`config.mk`:
```
export PLATFORM = sky130hd
export DESIGN_NAME = dcgf_front_flat
export DESIGN_NICKNAME = d
export VERILOG_FILES = /design/src/rtl/dcgf_pkg.sv /design/src/rtl/dcgf_channels.sv /design/src/rtl/dcgf_front.sv /design/src/flat_wrapper.sv
export SDC_FILE = /design/constraint.sdc
export NUM_CORES = 1
export LEC_CHECK = 0
export ABC_AREA = 0
export BUFFER_PORTS_ARGS = -buffer_cell sky130_fd_sc_hd__buf_2
export CORE_AREA = 2 2 188 190
export DETAILED_ROUTE_END_ITERATION = 7
export DIE_AREA = 0 0 190 192
export PLACE_DENSITY = 0.63
export SYNTH_ARGS = -nofsm -noshare
export SYNTH_HDL_FRONTEND = slang
export SYNTH_SLANG_ARGS = --single-unit
```
`constraint.sdc`:
```
create_clock -name clock -period 10.3 [get_ports clock]
set_clock_uncertainty 0.1 [all_clocks]
set_input_delay 1.03 -clock clock [delete_from_list [all_inputs] [get_ports clock]]
set_output_delay 1.03 -clock clock [all_outputs]
set_load 0.05 [all_outputs]
```
`src/rtl/dcgf_pkg.sv`:
```
// Types and constants shared by the curvature gradient fit modules.
`default_nettype none
package dcgf_pkg;

   localparam int CNT_W = 9;
   localparam int MUL_STEPS = 48;
   localparam int DIV_STEPS = 34;
   localparam logic [95:0] DET_EPS = 96'd4294967;

   typedef enum logic [2:0] {
      CMD_CENTER   = 3'd0,
      CMD_MAJOR    = 3'd1,
      CMD_MINOR    = 3'd2,
      CMD_NEIGHBOR = 3'd3,
      CMD_FINISH   = 3'd4
   } cmd_type;

   localparam logic [1:0] STATUS_FIT      = 2'd0;
   localparam logic [1:0] STATUS_SKIP     = 2'd1;
   localparam logic [1:0] STATUS_SINGULAR = 2'd2;

   localparam logic [1:0] CSR_NBR_TARGET   = 2'd0;
   localparam logic [1:0] CSR_RADIUS       = 2'd1;
   localparam logic [1:0] CSR_OFFSET_SCALE = 2'd2;

   typedef struct packed {
      cmd_type            cmd;
      logic signed [31:0] vx;
      logic signed [31:0] vy;
      logic signed [31:0] vz;
      logic signed [31:0] cmaj;
      logic signed [31:0] cmin;
   } item_type;

   typedef struct packed {
      logic [CNT_W-1:0]   count;
      logic signed [47:0] so;
      logic signed [63:0] soo;
      logic signed [47:0] sc;
      logic signed [63:0] soc;
   } dir_sums_type;

endpackage
`default_nettype wire

```
`src/rtl/dcgf_channels.sv`:
```
// Valid/ready channel interfaces for the request and response sides.
`default_nettype none
interface dcgf_req_if;
   logic               valid;
   logic               ready;
   logic [2:0]         command;
   logic signed [31:0] vec_x;
   logic signed [31:0] vec_y;
   logic signed [31:0] vec_z;
   logic signed [31:0] curv_major;
   logic signed [31:0] curv_minor;
   modport source (output valid, command, vec_x, vec_y, vec_z, curv_major, curv_minor,
                   input ready);
   modport sink (input valid, command, vec_x, vec_y, vec_z, curv_major, curv_minor,
                 output ready);
endinterface

`default_nettype wire

```
`src/rtl/dcgf_front.sv`:
```
// Front end: takes request beats, drops unknown commands and queues the rest.
`default_nettype none
module dcgf_front import dcgf_pkg::*; (
   input  wire logic   clock,
   input  wire logic   reset,
   dcgf_req_if.sink    req_ch,
   input  wire logic   pop,
   output logic        head_valid,
   output item_type    head
);
   localparam int DEPTH = 2;
   localparam int PW = $clog2(DEPTH);

   item_type         mem_ff [DEPTH];
   logic [PW-1:0]    wr_ff, wr_in, rd_ff, rd_in;
   logic [PW:0]      cnt_ff, cnt_in;
   logic             known, push;
   item_type         beat;

   always_comb begin
      case (cmd_type'(req_ch.command))
         CMD_CENTER, CMD_MAJOR, CMD_MINOR, CMD_NEIGHBOR, CMD_FINISH: known = 1'b1;
         default: known = 1'b0;
      endcase
   end

   assign req_ch.ready = (cnt_ff < (PW+1)'(DEPTH));
   assign push = req_ch.valid && req_ch.ready && known;
   assign beat = '{cmd: cmd_type'(req_ch.command), vx: req_ch.vec_x, vy: req_ch.vec_y,
                   vz: req_ch.vec_z, cmaj: req_ch.curv_major, cmin: req_ch.curv_minor};
   assign head_valid = (cnt_ff != '0);
   assign head = mem_ff[rd_ff];

   always_comb begin
      wr_in = push ? wr_ff + 1'b1 : wr_ff;
      rd_in = pop ? rd_ff + 1'b1 : rd_ff;
      cnt_in = cnt_ff + (PW+1)'(push) - (PW+1)'(pop);
   end

   always_ff @(posedge clock) begin
      if (reset) begin
         wr_ff <= '0;
         rd_ff <= '0;
         cnt_ff <= '0;
      end else begin
         wr_ff <= wr_in;
         rd_ff <= rd_in;
         cnt_ff <= cnt_in;
      end
   end

   always_ff @(posedge clock) begin
      if (push) begin
         mem_ff[wr_ff] <= beat;
      end
   end
endmodule
`default_nettype wire

```
`src/flat_wrapper.sv`:
```
// flat-port wrapper written by rule: the top's interface ports become plain ports
module dcgf_front_flat import dcgf_pkg::*;
  (clock, reset, pop, head_valid, head, req_ch_valid, req_ch_command, req_ch_vec_x, req_ch_vec_y, req_ch_vec_z, req_ch_curv_major, req_ch_curv_minor, req_ch_ready);
  dcgf_req_if req_ch_i ();
  input  wire logic clock;
  input  wire logic reset;
  input  wire logic pop;
  output logic head_valid;
  output item_type head;
  input wire logic [$bits(req_ch_i.valid)-1:0] req_ch_valid;
  input wire logic [$bits(req_ch_i.command)-1:0] req_ch_command;
  input wire logic [$bits(req_ch_i.vec_x)-1:0] req_ch_vec_x;
  input wire logic [$bits(req_ch_i.vec_y)-1:0] req_ch_vec_y;
  input wire logic [$bits(req_ch_i.vec_z)-1:0] req_ch_vec_z;
  input wire logic [$bits(req_ch_i.curv_major)-1:0] req_ch_curv_major;
  input wire logic [$bits(req_ch_i.curv_minor)-1:0] req_ch_curv_minor;
  output wire logic [$bits(req_ch_i.ready)-1:0] req_ch_ready;
  assign req_ch_i.valid = req_ch_valid;
  assign req_ch_i.command = req_ch_command;
  assign req_ch_i.vec_x = req_ch_vec_x;
  assign req_ch_i.vec_y = req_ch_vec_y;
  assign req_ch_i.vec_z = req_ch_vec_z;
  assign req_ch_i.curv_major = req_ch_curv_major;
  assign req_ch_i.curv_minor = req_ch_curv_minor;
  assign req_ch_ready = req_ch_i.ready;
  dcgf_front u_core (.clock(clock), .reset(reset), .req_ch(req_ch_i), .pop(pop), .head_valid(head_valid), .head(head));
endmodule
```
==> results of run 1 <==
==> cell families (layout without fill, tap and decap cells) <==
family          after synthesis  after routing  synth area share [%]
flops                       331            331                  80.6
fa+ha+maj                     2              2                 0.204
buf+inv                      21            403                  1.29
compound gates                1              1                0.0408
mux                         164            164                  17.2
xor+xnor                      3              3                 0.214
other cells                   0              6                     0
simple gates                 10             10                 0.408
==> synthesized netlist by cell type <==
cell        n  area share (%)
xnor2_1     3            0.21
ha_1        2            0.20
o21ai_0     1           0.041
nand2_1     1           0.031
and3_1      1           0.051
dfxtp_1     5            0.82
edfxtp_1  326              80
nor2b_1     3            0.15
buf_6       9            0.83
buf_2       9            0.37
inv_1       3           0.092
mux2_4     70             8.6
nor2_1      4            0.12
and2_1      1           0.051
mux2_2     94             8.6
==> where the power goes <==
part / switching [mW] / total [mW] / internal, mW
clock: 0.488 / 1.18 / 0.693
sequential: 0.0305 / 1.65 / 1.61
combinational: 0.497 / 0.694 / 0.198
total: 1.02 / 3.52 / 2.51
==> metrics by stage <==
step	area, um2	utilization, %
floorplan	12300	-
global placement	14400	42.0
detailed placement	14400	42.0
CTS	15500	45.2
global route	15500	45.2
finish	15500	45.2
==> worst max-delay path, stage by stage, from the launching register on <==
cell     delay (ps)
dfxtp_4         830
buf_4           870
mux2_2          420
buf_2           210
==> metal layers <==
metal  global-route usage, %  part of all wire, %  up-vias
met2                    21.2                   48      222
li1                        -                    -     2837
met3                    4.84                  8.5       60
met5                       0                 0.28        -
met1                    15.0                   40     2953
met4                    5.04                  3.1       10
==> layout make-up <==
class,count,area [um2]
Clock buffer,44,972
Tap cell,455,569
Multi-Input combinational cell,180,2230
Fill cell,2989,18800
Sequential cell,331,9890
Clock inverter,18,115
Antenna cell,6,15.0
Timing Repair Buffer,338,1710
Inverter,3,11.3
==> flip-flops by register name, summed over array words and instances, names as in the netlist, named ones only <==
signal and cells:
u_core.cnt_ff 2, u_core.mem_ff 326, u_core.rd_ff 1, u_core.wr_ff 1
==> how the worst min path moves through the flow <==
stage | startpoint | endpoint | slack, ps | cells after the start
floorplan | u_core.rd_ff | flip-flop | 380 | 2
global placement | u_core.rd_ff | u_core.rd_ff | 390 | 2
detailed placement | u_core.rd_ff | flip-flop | 400 | 2
CTS | u_core.rd_ff | flip-flop | 410 | 2
global route | u_core.rd_ff | flip-flop | 450 | 2
finish | u_core.rd_ff | u_core.rd_ff | 410 | 2
==> flow_summary.ini, run 1 <==
[yosys]
seq_area_frac_synth_pct = 80.6
synth_cell_types = 15
synth_area_um2 = 12300
ys_seq_elements = 331
syn_nets = 701
netlist_instances = 532
synth_area_per_cell_um2 = 23.1
yosysWarnings = 0

[placed_design]
place.gp.congestion = 0.745
preCtsSetupSlack_ps = 6470
numPortBuffers = 331
place_inst = 1307
dp_hpwl_um = 15900

[setup_path]
r2r.worst_path.cells = 5
crit_type = reg -> out
crit_path_max_fanout = 60
rr_endpoint = u_core.mem_ff[1][128]
crit_path_start_kind = flip-flop
endpoint = head[142]
critPathRequiredTime_ps = 9170
rr_startpoint = u_core.cnt_ff[1]
cp.arrival_ps = 2980
critPathCaptureType = output pin
r2r_slack_ps = 7400

[clocking]
cts_htree_levels = 2
ctsResizeCount = 0
numCtsBuffers = 36
hold_buffers = 0
cts.reportedPaths.clkPinSlew_ps = 60
cts_tree = done
cts_setup_buffers = 0
clock-sinks = 331
clock-root-buffer = clkbuf_16
cts_buffer_depth = 3
clkLatencyLatePin_ps = 490

[route]
drc = 0
ant_nets = 0
dr_total_vias = 6082
wl_per_cell_um = 17.7
drt_wl_total_um = 24400
drt_first_iter_violations = 260
dr.pass1.iters = 4
viasPerCell = 4.42

[cells_and_area]
final_cells = 1375
most-common-layout-cells = buf_2, edfxtp_1, mux2_2, mux2_4, clkbuf_16
area_delta_synth_final_pct = 26.5
finalNetCount = 1059
drive_above_1_share_pct = 60.4
final_common_cell = buf_2

[sta]
holdWs_ps = 413
rsz0062_at_grt = false
finalSetupViolCount = 0
period_minus_slack_ps = 4110
setup_tns_ps = 0
layout_setup_ws_ps = 6190
drv_slew = 0
fmax_mhz = 243
max_slew.worst_pin.slew_ps = 1080
hold_violations = 0
max-slew-margin-rel_pct = 28.2
finalCritPeriodShare_pct = 39.9

[floorplanning]
die_area_um2 = 36500
io_pins = 332
rows = 68
core_area_um2 = 34300
fp.dieH_um = 192
die_w_um = 190
start_util_pct = 35.8

[power]
power_mw = 3.52
p_leak_nw = 5.84
ir_drop_mv = 0.190
power.density_nw_per_um2 = 227

[global_route]
grt_max_degree = 73
antenna_found_initial = 10
overflow = 0
first_global_vias = 6364
grt_usage_pct = 12.8
grt_first_pass_wirelength_um = 35800

[worst_hold_path]
min_path_type = reg -> reg

[job]
maxCapViolCount = 0

[outcome]
status = complete, no violations
Note: power is estimated with default switching activity, not from simulation.
==> run 2: changes to the inputs <==
==> constraint.sdc (replaced) <==
create_clock -name clock -period 3.9 [get_ports clock]
set_clock_uncertainty 0.1 [all_clocks]
set_input_delay 0.39 -clock clock [delete_from_list [all_inputs] [get_ports clock]]
set_output_delay 0.39 -clock clock [all_outputs]
set_load 0.05 [all_outputs]
==> run 2 against run 1 <==
  * Sequential power rose to 2.6 times the previous value
  * Final cell count up 12%
  * Clock power rose to 2.8 times the previous value
  * Worst hold slack worse by 330 ps
  * Critical path type unchanged
  * Largest cell class unchanged
==> flow_summary.ini, run 2 (synthesis gave the netlist of run 1 again) <==
[route]
viasPerCell = 4.44
drt_first_iter_violations = 216
drc = 0
ant_nets = 0
wl_per_cell_um = 16.9
drt_wl_total_um = 25900
dr_total_vias = 6812
dr.pass1.iters = 4

[setup_path]
rr_endpoint = u_core.mem_ff[1][110]
rr_startpoint = u_core.cnt_ff[1]
crit_type = reg -> out
critPathCaptureType = output pin
crit_path_start_kind = flip-flop
critPathRequiredTime_ps = 3410
r2r.worst_path.cells = 4
crit_path_max_fanout = 30
r2r_slack_ps = 1710
cp.arrival_ps = 2150

[sta]
layout_setup_ws_ps = 1260
fmax_mhz = 378
period_minus_slack_ps = 2640
drv_slew = 0
hold_violations = 0
max_slew.worst_pin.slew_ps = 689
max-slew-margin-rel_pct = 54.0
setup_tns_ps = 0
finalCritPeriodShare_pct = 67.8
finalSetupViolCount = 0
rsz0062_at_grt = false

[worst_hold_path]
holdPathStages = 3
min_path_type = in -> reg
holdCritStartpoint = pop

[floorplanning]
core_area_um2 = 34300
start_util_pct = 35.8
die_w_um = 190
die_area_um2 = 36500
rows = 68
fp.dieH_um = 192
io_pins = 332

[cells_and_area]
reg_top3 = u_core.mem_ff x326, u_core.cnt_ff x2
finalNetCount = 1226
final_common_cell = buf_2
antenna_cells = 0
area_delta_synth_final_pct = 41.1
regMostFlops = u_core.mem_ff
largest_reg_flops = 326
most-common-layout-cells = buf_2, edfxtp_1, dlygate4sd3_1, mux2_2, mux2_4
drive_above_1_share_pct = 51.5
final_core_util_pct = 50.5

[power]
power_frac_clock_pct = 33.8
power.internal_mw = 6.90
switching_share_pct = 28.2
p_sw_mw = 2.71
ir_drop_mv = 0.416
power_frac_comb_pct = 21.1
p_seq_share_pct = 45.1
power.density_nw_per_um2 = 555
p_leak_nw = 6.59

[global_route]
antenna_found_initial = 0
first_global_vias = 7198
grt_usage_pct = 13.7
grt_first_pass_wirelength_um = 38800
overflow = 0
grt_max_degree = 66

[placed_design]
place.gp.congestion = 0.719
dp_hpwl_um = 16300
preCtsSetupSlack_ps = 1490
numPortBuffers = 331

[clocking]
ctsResizeCount = 0
cts_buffer_depth = 3
clock-root-buffer = clkbuf_16
cts_setup_buffers = 0
cts_tree = done
cts.reportedPaths.clkPinSlew_ps = 60
hold_buffers = 164
cts_htree_levels = 2
clkLatencyLatePin_ps = 510
clock-sinks = 331
numCtsBuffers = 35

[outcome]
status = complete, no violations

[job]
maxCapViolCount = 0
## run 2: final cells by class
type | instances | area, um2
multi-input combinational | 180 | 2230
timing repair buffer | 506 | 3480
clock inverter | 15 | 170
fill | 2782 | 17000
sequential | 331 | 9890
tap | 455 | 569
clock buffer | 44 | 952
inverter | 3 | 15.0
## run 2: worst max-delay path, stage by stage (launching register included)
cell,delay (ps)
dfxtp_4,650
buf_4,380
mux2_2,390
buf_2,210
## run 2: layer usage
metal | part of all wire (%) | track usage, %
met5 | 0 | 0
met4 | 2.8 | 5.04
met3 | 7.6 | 4.39
met2 | 50 | 23.6
met1 | 39 | 16.2
## run 2: worst max path at each step
stage	from	slack (ps)	cells after the start	endpoint
after floorplan	u_core.cnt_ff[1]	100	3	u_core.mem_ff[0][0]
after global routing	flip-flop	1130	3	head[10]
after global placement	req_ch_command[1]	1520	5	u_core.mem_ff[1][74]
after detailed placement	req_ch_command[1]	1490	5	u_core.mem_ff[1][77]
final	flip-flop	1260	3	head[8]
after CTS	flip-flop	1180	3	head[10]
## run 2: power by group through the flow
stage / Combinational (mW) / Clock, mW / Sequential [mW]
2_1_floorplan: 1.45 / 0 / 4.40
3_3_place_gp: 1.90 / 0 / 4.40
3_5_place_dp: 1.91 / 0 / 4.41
4_1_cts: 2.05 / 3.35 / 4.34
5_1_grt: 2.13 / 3.49 / 4.36
6_report: 2.03 / 3.25 / 4.34
## run 2: per-stage QoR
stage	power, mW	instances	instance area (um2)	hold WS, ps
2_1_floorplan	5.86	532	12300	362
3_3_place_gp	6.30	1311	14500	395
3_5_place_dp	6.32	1311	14500	399
4_1_cts	9.73	1534	17300	52.8
5_1_grt	9.97	1534	17300	74.6
6_report	9.61	1534	17300	86.2
